$ cat src/design/hsq_pkg.sv
package hsq_pkg;

    // panel geometry
    localparam int SCAN_ROWS   = 32;
    localparam int PANEL_COLS  = 128;

    localparam int STORE_WORDS = SCAN_ROWS * PANEL_COLS;
    localparam int STORE_AW    = $clog2(STORE_WORDS);
    localparam int ROW_W       = $clog2(SCAN_ROWS);
    localparam int COL_STEPS   = 4 * PANEL_COLS;
    localparam int ROW_STEPS   = COL_STEPS + 6;
    localparam int STEP_W      = $clog2(ROW_STEPS);

    // fixed field widths
    localparam int WORD_W      = 12;
    localparam int ADDR_W      = 5;

    // item commands
    localparam logic CMD_TICK  = 1'b0;
    localparam logic CMD_WRITE = 1'b1;

    // column phases
    localparam logic [1:0] PH_CLR_DATA = 2'd0;
    localparam logic [1:0] PH_SET_DATA = 2'd1;
    localparam logic [1:0] PH_CLK_HI   = 2'd2;
    localparam logic [1:0] PH_CLK_LO   = 2'd3;

    // end-of-row phases
    localparam logic [2:0] TL_BLANK    = 3'd0;
    localparam logic [2:0] TL_CLR_ADDR = 3'd1;
    localparam logic [2:0] TL_SET_ADDR = 3'd2;
    localparam logic [2:0] TL_LATCH_HI = 3'd3;
    localparam logic [2:0] TL_LATCH_LO = 3'd4;
    localparam logic [2:0] TL_UNBLANK  = 3'd5;

    // pin update operations
    localparam int OP_W = 4;
    localparam logic [OP_W-1:0] OP_HOLD     = 4'd0;
    localparam logic [OP_W-1:0] OP_CLR_DATA = 4'd1;
    localparam logic [OP_W-1:0] OP_SET_DATA = 4'd2;
    localparam logic [OP_W-1:0] OP_CLK_HI   = 4'd3;
    localparam logic [OP_W-1:0] OP_CLK_LO   = 4'd4;
    localparam logic [OP_W-1:0] OP_BLANK    = 4'd5;
    localparam logic [OP_W-1:0] OP_CLR_ADDR = 4'd6;
    localparam logic [OP_W-1:0] OP_SET_ADDR = 4'd7;
    localparam logic [OP_W-1:0] OP_LATCH_HI = 4'd8;
    localparam logic [OP_W-1:0] OP_LATCH_LO = 4'd9;
    localparam logic [OP_W-1:0] OP_UNBLANK  = 4'd10;

    typedef struct packed {
        logic [OP_W-1:0]  op;
        logic [ROW_W-1:0] row;
    } pin_op_t;

endpackage

$ cat src/design/hsq_step_seq.sv
module hsq_step_seq
    import hsq_pkg::*;
(
    input  logic                clk,
    input  logic                rst_n,
    input  logic                tick,
    output pin_op_t             step_op,
    output logic [STORE_AW-1:0] rd_addr
);

    logic [STEP_W-1:0] step_reg;
    logic [STEP_W-1:0] step_next;
    logic [ROW_W-1:0]  scan_row_reg;
    logic [ROW_W-1:0]  scan_row_next;
    logic [2:0]        tail;

    assign tail = 3'(step_reg - STEP_W'(COL_STEPS));

    // data word for this step's column
    assign rd_addr = STORE_AW'(int'(scan_row_reg) * PANEL_COLS + int'(step_reg[STEP_W-1:2]));

    always_comb
    begin
        step_op.row = scan_row_reg;
        step_op.op  = OP_HOLD;
        if (int'(step_reg) < COL_STEPS)
        begin
            unique case (step_reg[1:0])
                PH_CLR_DATA: step_op.op = OP_CLR_DATA;
                PH_SET_DATA: step_op.op = OP_SET_DATA;
                PH_CLK_HI:   step_op.op = OP_CLK_HI;
                PH_CLK_LO:   step_op.op = OP_CLK_LO;
                default:     step_op.op = OP_HOLD;
            endcase
        end
        else
        begin
            unique case (tail)
                TL_BLANK:    step_op.op = OP_BLANK;
                TL_CLR_ADDR: step_op.op = OP_CLR_ADDR;
                TL_SET_ADDR: step_op.op = OP_SET_ADDR;
                TL_LATCH_HI: step_op.op = OP_LATCH_HI;
                TL_LATCH_LO: step_op.op = OP_LATCH_LO;
                TL_UNBLANK:  step_op.op = OP_UNBLANK;
                default:     step_op.op = OP_HOLD;
            endcase
        end
    end

    always_comb
    begin
        step_next     = step_reg + 1'b1;
        scan_row_next = scan_row_reg;
        if (step_reg == STEP_W'(ROW_STEPS - 1))
        begin
            step_next = '0;
            if (scan_row_reg == ROW_W'(SCAN_ROWS - 1))
            begin
                scan_row_next = '0;
            end
            else
            begin
                scan_row_next = scan_row_reg + 1'b1;
            end
        end
    end

    always_ff @(posedge clk or negedge rst_n)
    begin
        if (!rst_n)
        begin
            step_reg     <= '0;
            scan_row_reg <= '0;
        end
        else if (tick)
        begin
            step_reg     <= step_next;
            scan_row_reg <= scan_row_next;
        end
    end

endmodule

$ cat config.mk
export PLATFORM = sky130hd
export DESIGN_NAME = hsq_step_seq
export DESIGN_NICKNAME = d
export VERILOG_FILES = /design/src/design/hsq_pkg.sv /design/src/design/hsq_step_seq.sv
export SDC_FILE = /design/constraint.sdc
export NUM_CORES = 1
export LEC_CHECK = 0
export ABC_AREA = 1
export BUFFER_PORTS_ARGS = -buffer_cell sky130_fd_sc_hd__buf_2
export CORE_AREA = 2 2 58 44
export DETAILED_ROUTE_END_ITERATION = 8
export DIE_AREA = 0 0 60 46
export GPL_ROUTABILITY_DRIVEN = 0
export PLACE_DENSITY = 0.75
export SLEW_MARGIN = 15
export SYNTH_ARGS = -nofsm -noshare
export SYNTH_HDL_FRONTEND = slang
export SYNTH_SLANG_ARGS = --single-unit
$ cat constraint.sdc
create_clock -name clk -period 1.7 [get_ports clk]
set_clock_uncertainty 0.15 [all_clocks]
set_input_delay 0.255 -clock clk [delete_from_list [all_inputs] [get_ports clk]]
set_output_delay 0.255 -clock clk [all_outputs]
set_load 0.01 [all_outputs]
==> flow_summary.ini <==
[placed_design]
place_area_um2 = 1240
dp_hpwl_mm = 1.79
post-place-ws_ns = 0.0730
port_buffers = 23

[global_routing]
grt_overflow = 0
grt_max_degree = 16
grt_pass1_wl_mm = 3.96
antenna_found_initial = 0
grt_usage_pct = 19.6
grt_pass1_vias = 918

[clock_network]
worstSkewPairLatency_ns = 0.28
clkSinkCount = 15
cts_tree = yes
cts_buffers = 3
path_clk_slew_ns = 0.09
root_buffer = clkbuf_4
cts_buffer_depth = 2
h-tree-depth = 1

[setup_path]
cp.arrival_ns = 1.42
r2r-start = step_reg[1]
critPathLaunchType = flip-flop
path_cells = ha_4 > ha_1 > o21ai_1 > inv_1 > buf_2
startpoint = step_reg[0]
cp_max_fo = 4
crit_slowest_cell = dfrtp_2
path_class = reg -> out
cp_data_required_time_ns = 1.29
cp_top_family = flip-flops
slowest_delay_ns = 0.48
end_kind = output port
crit_buf_inv = 2

[finish]
insertedDiodeCount = 0
final_area_um2 = 1460
final_nets = 195
layout-drive-gt1-share_pct = 37.6
largest_reg_flops = 10
syn2layout_area_growth_pct = 32.3
final_core_util_pct = 64.3
fillers = 185

[power]
finalPower_mw = 1.74
p_leak_nw = 0.780
peakVddDrop_v = 0.000883
power_density_nw_per_um2 = 1190

[outcome]
status = finished, violations left
violations = negative setup slack

[timing]
hold_viol = 0
setup_slack_ns = -0.123
tightest_slew_ns = 0.344
fmax_mhz = 549
setup_viol = 6
max_slew_margin_pct = 77.1
min_period_ns = 1.82
rsz0062_at_grt = yes
finalCritPeriodShare_pct = 107
drv_slew = 0
hold_ws_ns = 0.244

[floorplanning]
die-height_um = 46
core_area_um2 = 2270
die_area_um2 = 2760
start_util_pct = 48.6
ioPinCount = 24
die_x_um = 60
rows = 15

[route]
ant_nets = 0
num_vias = 1030
wl_per_cell_um = 11.4
firstDrtPassIters = 5
drt_wl_total_mm = 2.45
drtIter0Drc = 58
viasPerCell = 4.79
route.detailed.drc = 0

[logic_synthesis]
yosys_register_bits = 15
avgSynthCellArea_um2 = 7.26
synthesis.area_um2 = 1100
synth_area_leaders = dfrtp_1 34%, nand2_1 13%, ha_1 11%
syn_inst = 152
synthDominantCellAreaShare_pct = 34.0
yosysSeqAreaShare_pct = 34.0
ys_warn_count = 0
yosysTopAreaCell = dfrtp_1
synthesis.nets = 165
yosys.cell_types.count = 21

[run]
cap_violations = 0

[worst_hold_path]
hold_path_class = in -> async
cell usage after synthesis:
master / n
a21oi_1: 1
buf_2: 2
buf_4: 7
dfrtp_1: 15
ha_1: 10
inv_1: 23
inv_2: 2
nand2_1: 39
nand3_1: 14
nand3_2: 1
nand3b_1: 1
nand4_1: 3
nor2_1: 12
nor2_2: 3
nor3_1: 1
o21ai_0: 7
o21ai_1: 3
o21bai_2: 1
or2_2: 1
xnor2_1: 1
xor2_1: 5
routing by layer:
metal	part of all wire, %	global-route usage, %	vias up
li1	-	-	527
met1	45	25.2	479
met2	49	32.6	20
met3	5.1	6.53	4
met4	0.53	3.56	0
met5	0	0	-
path summary, 6_finish.rpt:
kind	to	slack, ns	cells after the start
max	step_op[8]	-0.12	5
min	step_reg[8]	0.24	2
max reg2reg	step_reg[1]	0.08	8
min reg2reg	scan_row_reg[4]	0.43	2
max in group asynchronous	step_reg[0]	0.87	2
min in group clk	step_reg[8]	0.24	4
final cells by class:
class	instances	area, um2	share of cell area, %
multi-input combinational	103	702	48.1
tap	34	42.5	2.91
inverter	25	101	6.94
clock buffer	4	26.3	1.80
sequential	15	378	25.9
timing repair buffer	34	210	14.4
placed cells by master, fill, tap and decap left out, drive strengths merged, types with 3 or more instances in the layout:
| master | n |
|---|---|
| nand3 | 15 |
| nand2 | 39 |
| ha | 10 |
| nor2 | 15 |
| o21ai | 10 |
| inv | 25 |
| clkbuf | 4 |
| dfrtp | 15 |
| buf | 33 |
| nand4 | 3 |
| xor2 | 5 |
worst reg2reg max path: stages, from the launching register on:
cell and delay, ns:
dfrtp_2 0.48, inv_4 0.11, ha_4 0.17, buf_6 0.10, nand3_2 0.09, nor2_4 0.14, nand2_2 0.10, nand3_1 0.08
o21ai_0 0.08
what timing repair did:
| action | CTS | global route |
|---|---|---|
| resized for setup | 27 | 16 |
| setup buffers | 4 | 0 |
| pin swaps | 9 | 10 |
| hold buffers | 1 | 0 |
| endpoints found under the hold margin | 15 | 0 |
| setup endpoints to repair | 7 | 14 |
power breakdown:
group	total, mW	internal [mW]	switching, mW
Sequential	0.569	0.450	0.119
Clock	0.202	0.0911	0.111
Combinational	0.971	0.428	0.543
per-stage QoR:
step	TNS (ns)	cells
after floorplan	0	152
after global placement	0	206
after detailed placement	0	206
after CTS	-0.587	215
after global routing	-1.04	215
final	-0.524	215
cell families after synthesis:
| family | synth area share, % |
|---|---|
| compound gates | 6.01 |
| xor+xnor | 4.76 |
| fa+ha+maj | 11.3 |
| buf+inv | 14.2 |
| flops | 34.0 |
| simple gates | 29.7 |
(Power assumes the default switching activity.)
