### src/design/hsq_pkg.sv
package hsq_pkg;

    // panel geometry
    localparam int SCAN_ROWS   = 32;
    localparam int PANEL_COLS  = 128;

    localparam int STORE_WORDS = SCAN_ROWS * PANEL_COLS;
    localparam int STORE_AW    = $clog2(STORE_WORDS);
    localparam int ROW_W       = $clog2(SCAN_ROWS);
    localparam int COL_STEPS   = 4 * PANEL_COLS;
    localparam int ROW_STEPS   = COL_STEPS + 6;
    localparam int STEP_W      = $clog2(ROW_STEPS);

    // fixed field widths
    localparam int WORD_W      = 12;
    localparam int ADDR_W      = 5;

    // item commands
    localparam logic CMD_TICK  = 1'b0;
    localparam logic CMD_WRITE = 1'b1;

    // column phases
    localparam logic [1:0] PH_CLR_DATA = 2'd0;
    localparam logic [1:0] PH_SET_DATA = 2'd1;
    localparam logic [1:0] PH_CLK_HI   = 2'd2;
    localparam logic [1:0] PH_CLK_LO   = 2'd3;

    // end-of-row phases
    localparam logic [2:0] TL_BLANK    = 3'd0;
    localparam logic [2:0] TL_CLR_ADDR = 3'd1;
    localparam logic [2:0] TL_SET_ADDR = 3'd2;
    localparam logic [2:0] TL_LATCH_HI = 3'd3;
    localparam logic [2:0] TL_LATCH_LO = 3'd4;
    localparam logic [2:0] TL_UNBLANK  = 3'd5;

    // pin update operations
    localparam int OP_W = 4;
    localparam logic [OP_W-1:0] OP_HOLD     = 4'd0;
    localparam logic [OP_W-1:0] OP_CLR_DATA = 4'd1;
    localparam logic [OP_W-1:0] OP_SET_DATA = 4'd2;
    localparam logic [OP_W-1:0] OP_CLK_HI   = 4'd3;
    localparam logic [OP_W-1:0] OP_CLK_LO   = 4'd4;
    localparam logic [OP_W-1:0] OP_BLANK    = 4'd5;
    localparam logic [OP_W-1:0] OP_CLR_ADDR = 4'd6;
    localparam logic [OP_W-1:0] OP_SET_ADDR = 4'd7;
    localparam logic [OP_W-1:0] OP_LATCH_HI = 4'd8;
    localparam logic [OP_W-1:0] OP_LATCH_LO = 4'd9;
    localparam logic [OP_W-1:0] OP_UNBLANK  = 4'd10;

    typedef struct packed {
        logic [OP_W-1:0]  op;
        logic [ROW_W-1:0] row;
    } pin_op_t;

endpackage

### src/design/hsq_pin_drive.sv
module hsq_pin_drive
    import hsq_pkg::*;
(
    input  logic              clk,
    input  logic              rst_n,
    input  logic              load,
    input  pin_op_t           op_in,
    input  logic [WORD_W-1:0] rd_data,
    input  logic              pin_stall,
    output logic              busy,
    output logic              pin_valid,
    output logic [WORD_W-1:0] color_bits,
    output logic              shift_clock,
    output logic              latch,
    output logic              blank,
    output logic [ADDR_W-1:0] row_select
);

    logic              s1_valid_reg;
    pin_op_t           s1_op_reg;
    logic              s1_adv;
    logic              out_valid_reg;

    logic [WORD_W-1:0] data_reg, data_next;
    logic              clk_line_reg, clk_line_next;
    logic              latch_reg, latch_next;
    logic              blank_reg, blank_next;
    logic [ADDR_W-1:0] addr_reg, addr_next;

    assign s1_adv = s1_valid_reg && (!out_valid_reg || !pin_stall);
    assign busy   = s1_valid_reg && !s1_adv;

    always_comb
    begin
        data_next     = data_reg;
        clk_line_next = clk_line_reg;
        latch_next    = latch_reg;
        blank_next    = blank_reg;
        addr_next     = addr_reg;
        unique case (s1_op_reg.op)
            OP_CLR_DATA:
            begin
                data_next     = '0;
                clk_line_next = 1'b0;
            end
            OP_SET_DATA: data_next  = data_reg | rd_data;
            OP_CLK_HI:   clk_line_next = 1'b1;
            OP_CLK_LO:   clk_line_next = 1'b0;
            OP_BLANK:    blank_next = 1'b1;
            OP_CLR_ADDR: addr_next  = '0;
            OP_SET_ADDR: addr_next  = addr_reg | ADDR_W'(s1_op_reg.row);
            OP_LATCH_HI: latch_next = 1'b1;
            OP_LATCH_LO: latch_next = 1'b0;
            OP_UNBLANK:  blank_next = 1'b0;
            default:     data_next  = data_reg;
        endcase
    end

    always_ff @(posedge clk or negedge rst_n)
    begin
        if (!rst_n)
        begin
            s1_valid_reg  <= 1'b0;
            s1_op_reg     <= '0;
            out_valid_reg <= 1'b0;
            data_reg      <= '0;
            clk_line_reg  <= 1'b0;
            latch_reg     <= 1'b0;
            blank_reg     <= 1'b1;
            addr_reg      <= '0;
        end
        else
        begin
            if (load)
            begin
                s1_valid_reg <= 1'b1;
                s1_op_reg    <= op_in;
            end
            else if (s1_adv)
            begin
                s1_valid_reg <= 1'b0;
            end

            if (s1_adv)
            begin
                out_valid_reg <= 1'b1;
                data_reg      <= data_next;
                clk_line_reg  <= clk_line_next;
                latch_reg     <= latch_next;
                blank_reg     <= blank_next;
                addr_reg      <= addr_next;
            end
            else if (!pin_stall)
            begin
                out_valid_reg <= 1'b0;
            end
        end
    end

    assign pin_valid   = out_valid_reg;
    assign color_bits  = data_reg;
    assign shift_clock = clk_line_reg;
    assign latch       = latch_reg;
    assign blank       = blank_reg;
    assign row_select  = addr_reg;

endmodule

### config.mk
export PLATFORM = sky130hd
export DESIGN_NAME = hsq_pin_drive
export DESIGN_NICKNAME = d
export VERILOG_FILES = /design/src/design/hsq_pkg.sv /design/src/design/hsq_pin_drive.sv
export SDC_FILE = /design/constraint.sdc
export NUM_CORES = 1
export LEC_CHECK = 0
export BUFFER_PORTS_ARGS = -buffer_cell sky130_fd_sc_hd__buf_2
export CAP_MARGIN = 20
export CORE_ASPECT_RATIO = 1.2
export CORE_MARGIN = 1.5
export CORE_UTILIZATION = 46
export CTS_BUF_LIST = sky130_fd_sc_hd__clkbuf_2 sky130_fd_sc_hd__clkbuf_4 sky130_fd_sc_hd__clkbuf_8
export DETAILED_ROUTE_END_ITERATION = 12
export GPL_TIMING_DRIVEN = 0
export PLACE_DENSITY = 0.77
export RECOVER_POWER = 25
export SLEW_MARGIN = 10
export SYNTH_ARGS = -nofsm -noshare
export SYNTH_HDL_FRONTEND = slang
export SYNTH_SLANG_ARGS = --single-unit
### constraint.sdc
create_clock -name clk -period 1.49 [get_ports clk]
set_clock_uncertainty 0.05 [all_clocks]
set_input_delay 0.149 -clock clk [delete_from_list [all_inputs] [get_ports clk]]
set_output_delay 0.149 -clock clk [all_outputs]
set_load 0.01 [all_outputs]
==> results.json, run 1 <==
{
  "ctsHtreeMaxLevel": 2,
  "power_leakage_nw": 0.888,
  "fin_crit_ns": 1.51,
  "hold_violations": 0,
  "die_h_um": 62.7,
  "crit_fanout": 10,
  "first_pass_iters": 4,
  "seqPwrFrac_pct": 47.2,
  "syn-cell-area_um2": 1370,
  "clk_pin_slew_ns": 0.09,
  "outcome": "finished, violations left",
  "die_width_um": 52.8,
  "post-route-period-util_pct": 102,
  "cts_num_sinks": 31,
  "synthDistinctLibCells": 26,
  "rsz0062_at_grt": "true",
  "ys.warnings.count": 0,
  "power_mw": 2.57,
  "drtAntennaViolNets": 0,
  "synth_fp_nets": 150,
  "critPathKind": "reg -> reg",
  "dr.first_iter.drc_count": 40,
  "fin_nets": 219,
  "critPathLaunchType": "register",
  "diodes": 0,
  "synth_cells": 125,
  "grt_pass1_wl_mm": 5.77,
  "tightest_slew_ns": 0.668,
  "ys_seq_elements": 31,
  "vias": 1311,
  "worst_setup_path_end_kind": "register",
  "maxCapViolCount": 0,
  "crit_required_ns": 1.65,
  "initial_core_util_pct": 48.6,
  "slew-limit-headroom_pct": 55.5,
  "wl_met3_um": 169,
  "largest_reg_flops": 12,
  "synthDominantCellAreaShare_pct": 54.9,
  "highest_layer": "met4",
  "final_cell_mix": "buf_2 (46), dfrtp_1 (29), o21ai_0 (12), buf_4 (12), nand4_1 (12)",
  "synth_top_cell_by_area": "dfrtp_1",
  "pin_count": 47,
  "dp_hpwl_mm": 2.33,
  "drt-met1-wl_mm": 1.45,
  "grt.total_usage_pct": 23.5,
  "finalSetupViolCount": 2,
  "clockRootBuffer": "clkbuf_4",
  "powerDensity_nw_per_um2": 1330,
  "worstPathArrival_ns": 1.67,
  "max_clock_freq_mhz": 661,
  "die_area_um2": 3310,
  "cts_made_buffers": 5,
  "drive_above_1_share_pct": 46.2,
  "slew_viol_final": 0,
  "combinationalPowerShare_pct": 33.6,
  "sw_frac_of_total_pct": 33.5,
  "port_buffers": 46,
  "antenna_found_initial": 0,
  "cp_top_family": "compound AO/OA/AOI/OAI gates",
  "place_congestion": 0.738,
  "grt_max_degree": 32,
  "wl_mm": 3.53,
  "rows": 21,
  "drc": 0,
  "ys_seq_area_share_pct": 56.9,
  "viasPerCell": 5.72,
  "wl_met2_mm": 1.86,
  "fin_hold_ws_ns": 0.0162,
  "synth.area.top_cells": "dfrtp_1 (55%), o41ai_1 (8.3%), o21ai_0 (5.9%), nand4_1 (5.5%), mux2_2 (4.9%)",
  "place_inst": 205,
  "ir_drop_mv": 0.773,
  "critical-path-max-stage-delay_ns": 0.41,
  "design.core.area_um2": 2810,
  "crit_path_cell_trace": "a21bo_4, buf_4, o41ai_1, o21ai_0",
  "clock_latency_ns": 0.33,
  "avgSynthCellArea_um2": 10.9,
  "grt_pass1_vias": 1324,
  "intPower_mw": 1.71,
  "total_switching_power_mw": 0.860,
  "overflow": 0,
  "cts_tree": "done",
  "clockPowerShare_pct": 19.2,
  "hold_path_class": "in -> reg",
  "cpMaxStageDelayCell": "dfrtp_1",
  "finalWorstSetupSlack_ns": -0.0226,
  "clock_path_buffers": 2,
  "wl_per_cell_um": 15.4,
  "violations": "negative setup slack",
  "critPathBufInv": 1,
  "layout_commonest_cell": "buf_2",
  "stdcell_count": 229,
  "syn_to_final_growth_pct": 41.6
}
## cell usage after synthesis
cell,number
dfrtp_1,30
o21ai_0,16
o41ai_1,13
nand4_1,12
clkbuf_1,11
a31oi_1,7
mux2_2,6
nor2_1,6
inv_1,3
nand2_1,3
and3_1,2
buf_2,2
a211oi_1,1
a21bo_1,1
a21boi_0,1
a21o_1,1
a21oi_1,1
and3b_1,1
dfstp_2,1
mux2_4,1
nand3b_1,1
nor2b_1,1
nor4_1,1
or2_0,1
or2_2,1
or3_1,1
## repair_timing
item / in CTS / in global routing
gates resized for setup: 11 / 30
setup endpoints to repair: 17 / 16
setup buffers: 5 / 3
hold endpoints to repair: 39 / 0
gates cloned: 0 / 0
hold buffers: 10 / 0
## worst min-delay path: cells and delay by family
family	cells	cell delay [ns]
AO/OA/AOI/OAI	1	0.05
AND/OR/NAND/NOR	1	0.07
buffers and inverters	1	0.10
## power by group through the flow
stage	sequential, mW	combinational, mW	clock, mW
global placement	1.20	0.729	0
global route	1.24	0.960	0.543
floorplan	1.30	0.315	0
detailed placement	1.22	0.751	0
CTS	1.20	0.802	0.510
finish	1.21	0.865	0.494
## logic make-up (layout without fill, tap and decap cells)
| family | Yosys count | count (layout) | share of synthesized area [%] |
|---|---|---|---|
| multiplexers | 7 | 7 | 6.04 |
| flip-flops | 31 | 31 | 56.9 |
| buffers and inverters | 16 | 86 | 4.58 |
| AO/OA/AOI/OAI | 41 | 41 | 20.1 |
| AND/OR/NAND/NOR | 30 | 30 | 12.4 |
## layout make-up
class | instances | area, µm²
tap | 34 | 42.5
fill | 217 | 877
clock inverter | 1 | 5.00
buffer | 11 | 65.1
clock buffer | 7 | 52.6
timing repair buffer | 64 | 385
multi-input combinational | 78 | 591
sequential | 31 | 778
inverter | 3 | 15.0
## per-layer routing
| metal | global-route usage (%) | vias to the layer above |
|---|---|---|
| met3 | 7.18 | 6 |
| met4 | 8.33 | 0 |
| met2 | 40.3 | 37 |
| met1 | 26.9 | 652 |
| met5 | 0 | - |
| li1 | - | 616 |
## final timing paths
kind	to	cells past startpoint	slack, ns	start
min reg2reg	pin_valid	1	0.45	s1_valid_reg
max in group asynchronous	s1_op_reg[5]	2	0.59	rst_n
max	color_bits[8]	4	-0.02	pin_valid
min	color_bits[3]	3	0.02	rd_data[3]
max reg2reg	color_bits[8]	4	-0.02	pin_valid
min in group asynchronous	color_bits[8]	2	0.34	rst_n
## stage by stage
stage | util (%) | cell area, µm² | setup TNS (ns) | worst slack (ns)
floorplan | - | 1370 | -0.0144 | -0.0144
global placement | 58.3 | 1640 | -0.676 | -0.0839
detailed placement | 58.3 | 1640 | -1.42 | -0.174
CTS | 65.7 | 1850 | 0 | 0.00543
global route | 68.8 | 1930 | -0.212 | -0.0814
finish | 68.8 | 1930 | -0.0237 | -0.0226
No activity file was read; power rests on OpenSTA's default activity.
==> run 2, diff against run 1 <==
ABC_AREA = 1   (was not set)
CORE_MARGIN = 8   (was 1.5)
==> run 2 against run 1 <==
Net effect: the run now ends clean; combinational power decreased by 33%; first-iteration DRC count decreased by 28%; area after synthesis increased by 0.92%; non-clock buffer count decreased by 13; sequential power decreased by 5%; clock power increased by 14%; register-to-register slack improved by 0.16 ns; total power decreased by 11%; cell count increased by 15%; utilization decreased by 3.8 points.
==> results.json, run 2 <==
{
  "grt_max_degree": 32,
  "crit_path_cell_trace": "inv_2, o21ai_0, dlygate4sd3_1",
  "total_switching_power_mw": 0.720,
  "tns_ns": 0,
  "largest_reg_flops": 12,
  "rrSetupSlack_ns": 0.14,
  "dp_hpwl_mm": 2.45,
  "place_congestion": 0.753,
  "grt.total_usage_pct": 14.3,
  "ys_seq_area_share_pct": 56.4,
  "synth_fp_nets": 188,
  "antenna_found_initial": 0,
  "overflow": 0,
  "final_cell_mix": "nand2_1 (67), buf_2 (45), dfrtp_1 (30), nor2_1 (19)",
  "syn-cell-area_um2": 1380,
  "dr.first_iter.drc_count": 29,
  "synth_top_cell_by_area": "dfrtp_1",
  "die_h_um": 76.0,
  "power_mw": 2.29,
  "busiest_layer": "met2",
  "viasPerCell": 4.88,
  "grt_pass1_vias": 1289,
  "ctsHtreeMaxLevel": 2,
  "critPathKind": "reg -> reg",
  "ys.warnings.count": 0,
  "drive_above_1_share_pct": 29.3,
  "pin_count": 47,
  "vias": 1284,
  "clockPowerShare_pct": 24.7,
  "clockRootBuffer": "clkbuf_4",
  "grt_pass1_wl_mm": 5.74,
  "drc": 0,
  "synth_edf_count": 0,
  "slew-limit-headroom_pct": 50.3,
  "synthDominantCellAreaShare_pct": 54.4,
  "synth-main-ff-cell": "dfrtp_1",
  "clock_path_buffers": 2,
  "fin_crit_ns": 1.35,
  "synth_cells": 163,
  "outcome": "complete, no violations",
  "combinationalPowerShare_pct": 25.3,
  "syn_to_final_growth_pct": 33.8,
  "hold_violations": 0,
  "rsz0062_at_grt": "false",
  "max_clock_freq_mhz": 741,
  "cts_setup_buffers": 0,
  "grt_util_met3_pct": 6.76,
  "met1_usage_pct": 15.4,
  "crit_fanout": 5,
  "drtAntennaViolNets": 0,
  "cpMaxStageDelayCell": "dlygate4sd3_1",
  "synth.area.top_cells": "dfrtp_1 (54%), nand2_1 (18%), o211ai_1 (6.5%), nor2_1 (5.2%), o21ai_0 (2.2%)",
  "crit_required_ns": 1.70,
  "critPathBufInv": 2,
  "port_buffers": 46,
  "met2_usage_pct": 23.8,
  "die_width_um": 66.0,
  "avgSynthCellArea_um2": 8.46,
  "cts_resized": 0,
  "power_leakage_nw": 1.03,
  "place_inst": 243,
  "post-route-period-util_pct": 90.5,
  "design.core.area_um2": 2840,
  "netlist_top_cells_count": "nand2_1 (67), dfrtp_1 (30), nor2_1 (19)",
  "cts_tree": "done",
  "worst_setup_path_end_kind": "register",
  "initial_core_util_pct": 48.6,
  "critical-path-max-stage-delay_ns": 0.56,
  "finalSetupViolCount": 0,
  "fin_hold_ws_ns": 0.0104,
  "ir_drop_mv": 0.719,
  "maxCapViolCount": 0,
  "seqPwrFrac_pct": 50.1,
  "worstPathArrival_ns": 1.56,
  "cts_num_sinks": 31,
  "fin_nets": 253,
  "sw_frac_of_total_pct": 31.5,
  "synthDistinctLibCells": 18,
  "wl_mm": 3.36,
  "hold_path_class": "in -> reg",
  "critPathLaunchType": "register",
  "intPower_mw": 1.57,
  "cp_top_family": "buffers and inverters",
  "die_area_um2": 5010,
  "final_util_pct": 65.0,
  "diodes": 0,
  "clock_latency_ns": 0.33,
  "cts_made_buffers": 5,
  "powerDensity_nw_per_um2": 1240,
  "tightest_slew_ns": 0.746,
  "rows": 21,
  "stdcell_count": 263,
  "yosysMostFrequentCell": "nand2_1",
  "slew_viol_final": 0,
  "clk_pin_slew_ns": 0.09,
  "layout_commonest_cell": "nand2_1",
  "wl_per_cell_um": 12.8,
  "async_flop_share_pct": 100,
  "ys_seq_elements": 31,
  "first_pass_iters": 4
}
run 2: power by group through the flow:
stage	combinational, mW	sequential [mW]	clock [mW]
2_1_floorplan	0.224	1.22	0
3_3_place_gp	0.548	1.15	0
3_5_place_dp	0.564	1.16	0
4_1_cts	0.589	1.14	0.587
5_1_grt	0.648	1.17	0.625
6_report	0.578	1.15	0.564
run 2: layout make-up:
type / instances / area [µm²]
inverters: 10 / 37.5
well taps: 34 / 42.5
clock buffers: 8 / 72.6
fillers: 238 / 993
flip-flops and latches: 31 / 777
multi-input cells: 118 / 531
plain buffers: 4 / 33.8
repair buffers: 58 / 350
run 2: metrics by stage:
step                      worst slack (ns)  instance area (µm²)
after floorplan                      0.329                 1380
after global placement               0.241                 1650
after detailed placement             0.212                 1650
after CTS                            0.161                 1830
after global routing                0.0506                 1840
final                                0.141                 1840
run 2: logic make-up (layout without fill, tap and decap cells):
kind of cell / after synthesis / in the layout / share of synthesized area [%]
simple gates: 98 / 98 / 29.0
buf+inv: 14 / 80 / 5.17
compound gates: 20 / 20 / 9.44
flops: 31 / 31 / 56.4
run 2: worst register-to-register path, delay by kind of cell (launching register included):
kind	cells	cell delay, ns
AOI/OAI and AO/OA	1	0.15
buffers and inverters	2	0.64
DFF	1	0.45
run 2: repair_timing:
action | 4_1_cts | 5_1_grt
endpoints found under the hold margin | 38 | 1
hold buffers | 11 | 1
endpoints found under the setup margin | 0 | 0
run 2: metal layers:
metal | share of wire [%] | up-vias
li1 | - | 651
met3 | 10 | 6
met2 | 48 | 45
met4 | 1.3 | 0
met5 | 0 | -
met1 | 41 | 582
run 2: path summary, 6_finish.rpt:
| check | startpoint | endpoint | depth (start not counted) |
|---|---|---|---|
| max in group asynchronous | rst_n | color_bits[5] | 2 |
| worst max-delay path | s1_op_reg[6] | s1_op_reg[6] | 3 |
| worst min-delay path | op_in[3] | s1_op_reg[3] | 3 |
| worst max register to register | s1_op_reg[6] | s1_op_reg[6] | 3 |
| worst min register to register | blank | blank | 2 |
| min in group asynchronous | rst_n | s1_op_reg[7] | 2 |
==> run 3, diff against run 2 <==
CORE_MARGIN = not set   (was 8)
CTS_CLUSTER_DIAMETER = 100   (was not set)
==> run 3 against run 2 <==
Net effect: clock power fell by 20%; die area fell by 36%; clock-buffer cell count fell by 3; critical path type unchanged; critical endpoint unchanged; total power fell by 5.5%; cell count is 0.38% higher; sequential power about the same.
==> results.json, run 3 (synthesis gave the netlist of run 2 again) <==
{
  "outcome": "complete, no violations",
  "wl_mm": 2.85,
  "finalSetupViolCount": 0,
  "fin_crit_ns": 1.36,
  "worstPathArrival_ns": 1.57,
  "tightest_slew_ns": 0.727,
  "die_area_um2": 3220,
  "viasPerCell": 4.79,
  "hold_path_class": "in -> reg",
  "seqPwrFrac_pct": 52.8,
  "final_util_pct": 65.2,
  "vias": 1265,
  "clk_pin_slew_ns": 0.10,
  "diodes": 0,
  "port_buffers": 46,
  "overflow": 0,
  "critPathKind": "reg -> reg",
  "design.core.area_um2": 2810,
  "hold_violations": 0,
  "initial_core_util_pct": 49.0,
  "cts_num_sinks": 31,
  "cts_setup_buffers": 0,
  "grt.total_usage_pct": 20.1,
  "cts_resized": 0,
  "grt_pass1_wl_mm": 4.60,
  "rsz0062_at_grt": "false",
  "wl_per_cell_um": 10.8,
  "drive_above_1_share_pct": 29.1,
  "drc": 0,
  "die_h_um": 62.0,
  "layout_commonest_cell": "nand2_1",
  "grt_max_degree": 32,
  "clock_latency_ns": 0.32,
  "dr.first_iter.drc_count": 13,
  "crit_required_ns": 1.70,
  "total_switching_power_mw": 0.714,
  "cts_made_buffers": 5,
  "final_cell_mix": "nand2_1 (67), buf_2 (45), dfrtp_1 (30), nor2_1 (19), dlygate4sd3_1 (13)",
  "crit_fanout": 5,
  "min_path_cells": 3,
  "ctsHtreeMaxLevel": 2,
  "worstRegToRegCells": 3,
  "tns_ns": 0,
  "combinationalPowerShare_pct": 26.2,
  "sw_frac_of_total_pct": 33.0,
  "post-route-period-util_pct": 91.2,
  "cts_tree": "done",
  "slew-limit-headroom_pct": 51.5,
  "dp_hpwl_mm": 2.01,
  "n_fill_cell": 266,
  "clockRootBuffer": "clkbuf_4",
  "powerDensity_nw_per_um2": 1180,
  "intPower_mw": 1.45,
  "antenna_found_initial": 0,
  "maxCapViolCount": 0,
  "clockPowerShare_pct": 21.0,
  "clock_path_buffers": 2,
  "largest_reg_flops": 12,
  "syn_to_final_growth_pct": 33.0,
  "rrSetupSlack_ns": 0.13,
  "worst_setup_path_end_kind": "register",
  "critPathLaunchType": "register",
  "slew_viol_final": 0,
  "drtAntennaViolNets": 0,
  "place_congestion": 0.769,
  "die_width_um": 52.0,
  "grt_pass1_vias": 1106,
  "power_leakage_nw": 1.03,
  "first_pass_iters": 4,
  "rows": 21,
  "max_clock_freq_mhz": 736,
  "pin_count": 47,
  "ir_drop_mv": 0.826,
  "fin_nets": 254
}
==> run 3: cell type report <==
type	instances	area, µm²	share of cell area [%]
timing repair buffer	59	360	19.6
multi-input combinational	118	531	28.9
buffer	4	33.8	1.84
sequential	31	777	42.4
tap	34	42.5	2.32
inverter	10	37.5	2.05
clock buffer	5	37.5	2.05
clock inverter	3	15.0	0.819
==> run 3: path summary, 6_finish.rpt <==
| path | endpoint | start |
|---|---|---|
| max in group asynchronous | s1_op_reg[1] | rst_n |
| worst max-delay path | s1_op_reg[6] | s1_op_reg[6] |
| worst min-delay path | color_bits[0] | rd_data[0] |
| worst min register to register | blank | blank |
| min in group asynchronous | color_bits[9] | rst_n |
| worst max register to register | s1_op_reg[6] | s1_op_reg[6] |
==> run 3: power groups by stage <==
stage	Sequential [mW]	Combinational, mW	Clock, mW
floorplan	1.22	0.224	0
global placement	1.15	0.535	0
detailed placement	1.16	0.546	0
CTS	1.14	0.576	0.474
global route	1.17	0.641	0.515
finish	1.14	0.567	0.453
==> run 3: metrics by stage <==
step | instance area [µm²] | power [mW] | setup WS [ns] | hold WS (ns) | instances
after floorplan | 1380 | 1.45 | 0.329 | -0.197 | 163
after global placement | 1650 | 1.68 | 0.251 | 0.167 | 243
after detailed placement | 1650 | 1.70 | 0.235 | 0.164 | 243
after CTS | 1830 | 2.19 | 0.150 | 0.00456 | 264
after global routing | 1830 | 2.32 | 0.00650 | 0.000325 | 264
final | 1830 | 2.16 | 0.131 | 0.0163 | 264
==> run 3: layer usage <==
layer,global-route usage (%),vias to the layer above,share of wire (%),wire length [µm]
li1,-,654,-,-
met1,21.0,566,44,1260
met2,36.4,39,49,1390
met3,7.30,6,5.5,156
met4,8.11,0,1.5,42
met5,0,-,0,0
==> run 3: what timing repair did <==
item | CTS | global route
endpoints found under the setup margin | 0 | 0
hold buffers | 13 | 0
endpoints found under the hold margin | 40 | 0
==> run 3: critical path: stages (launching register included) <==
cell,delay [ns]
dfrtp_1,0.45
inv_2,0.09
o21ai_0,0.15
dlygate4sd3_1,0.56
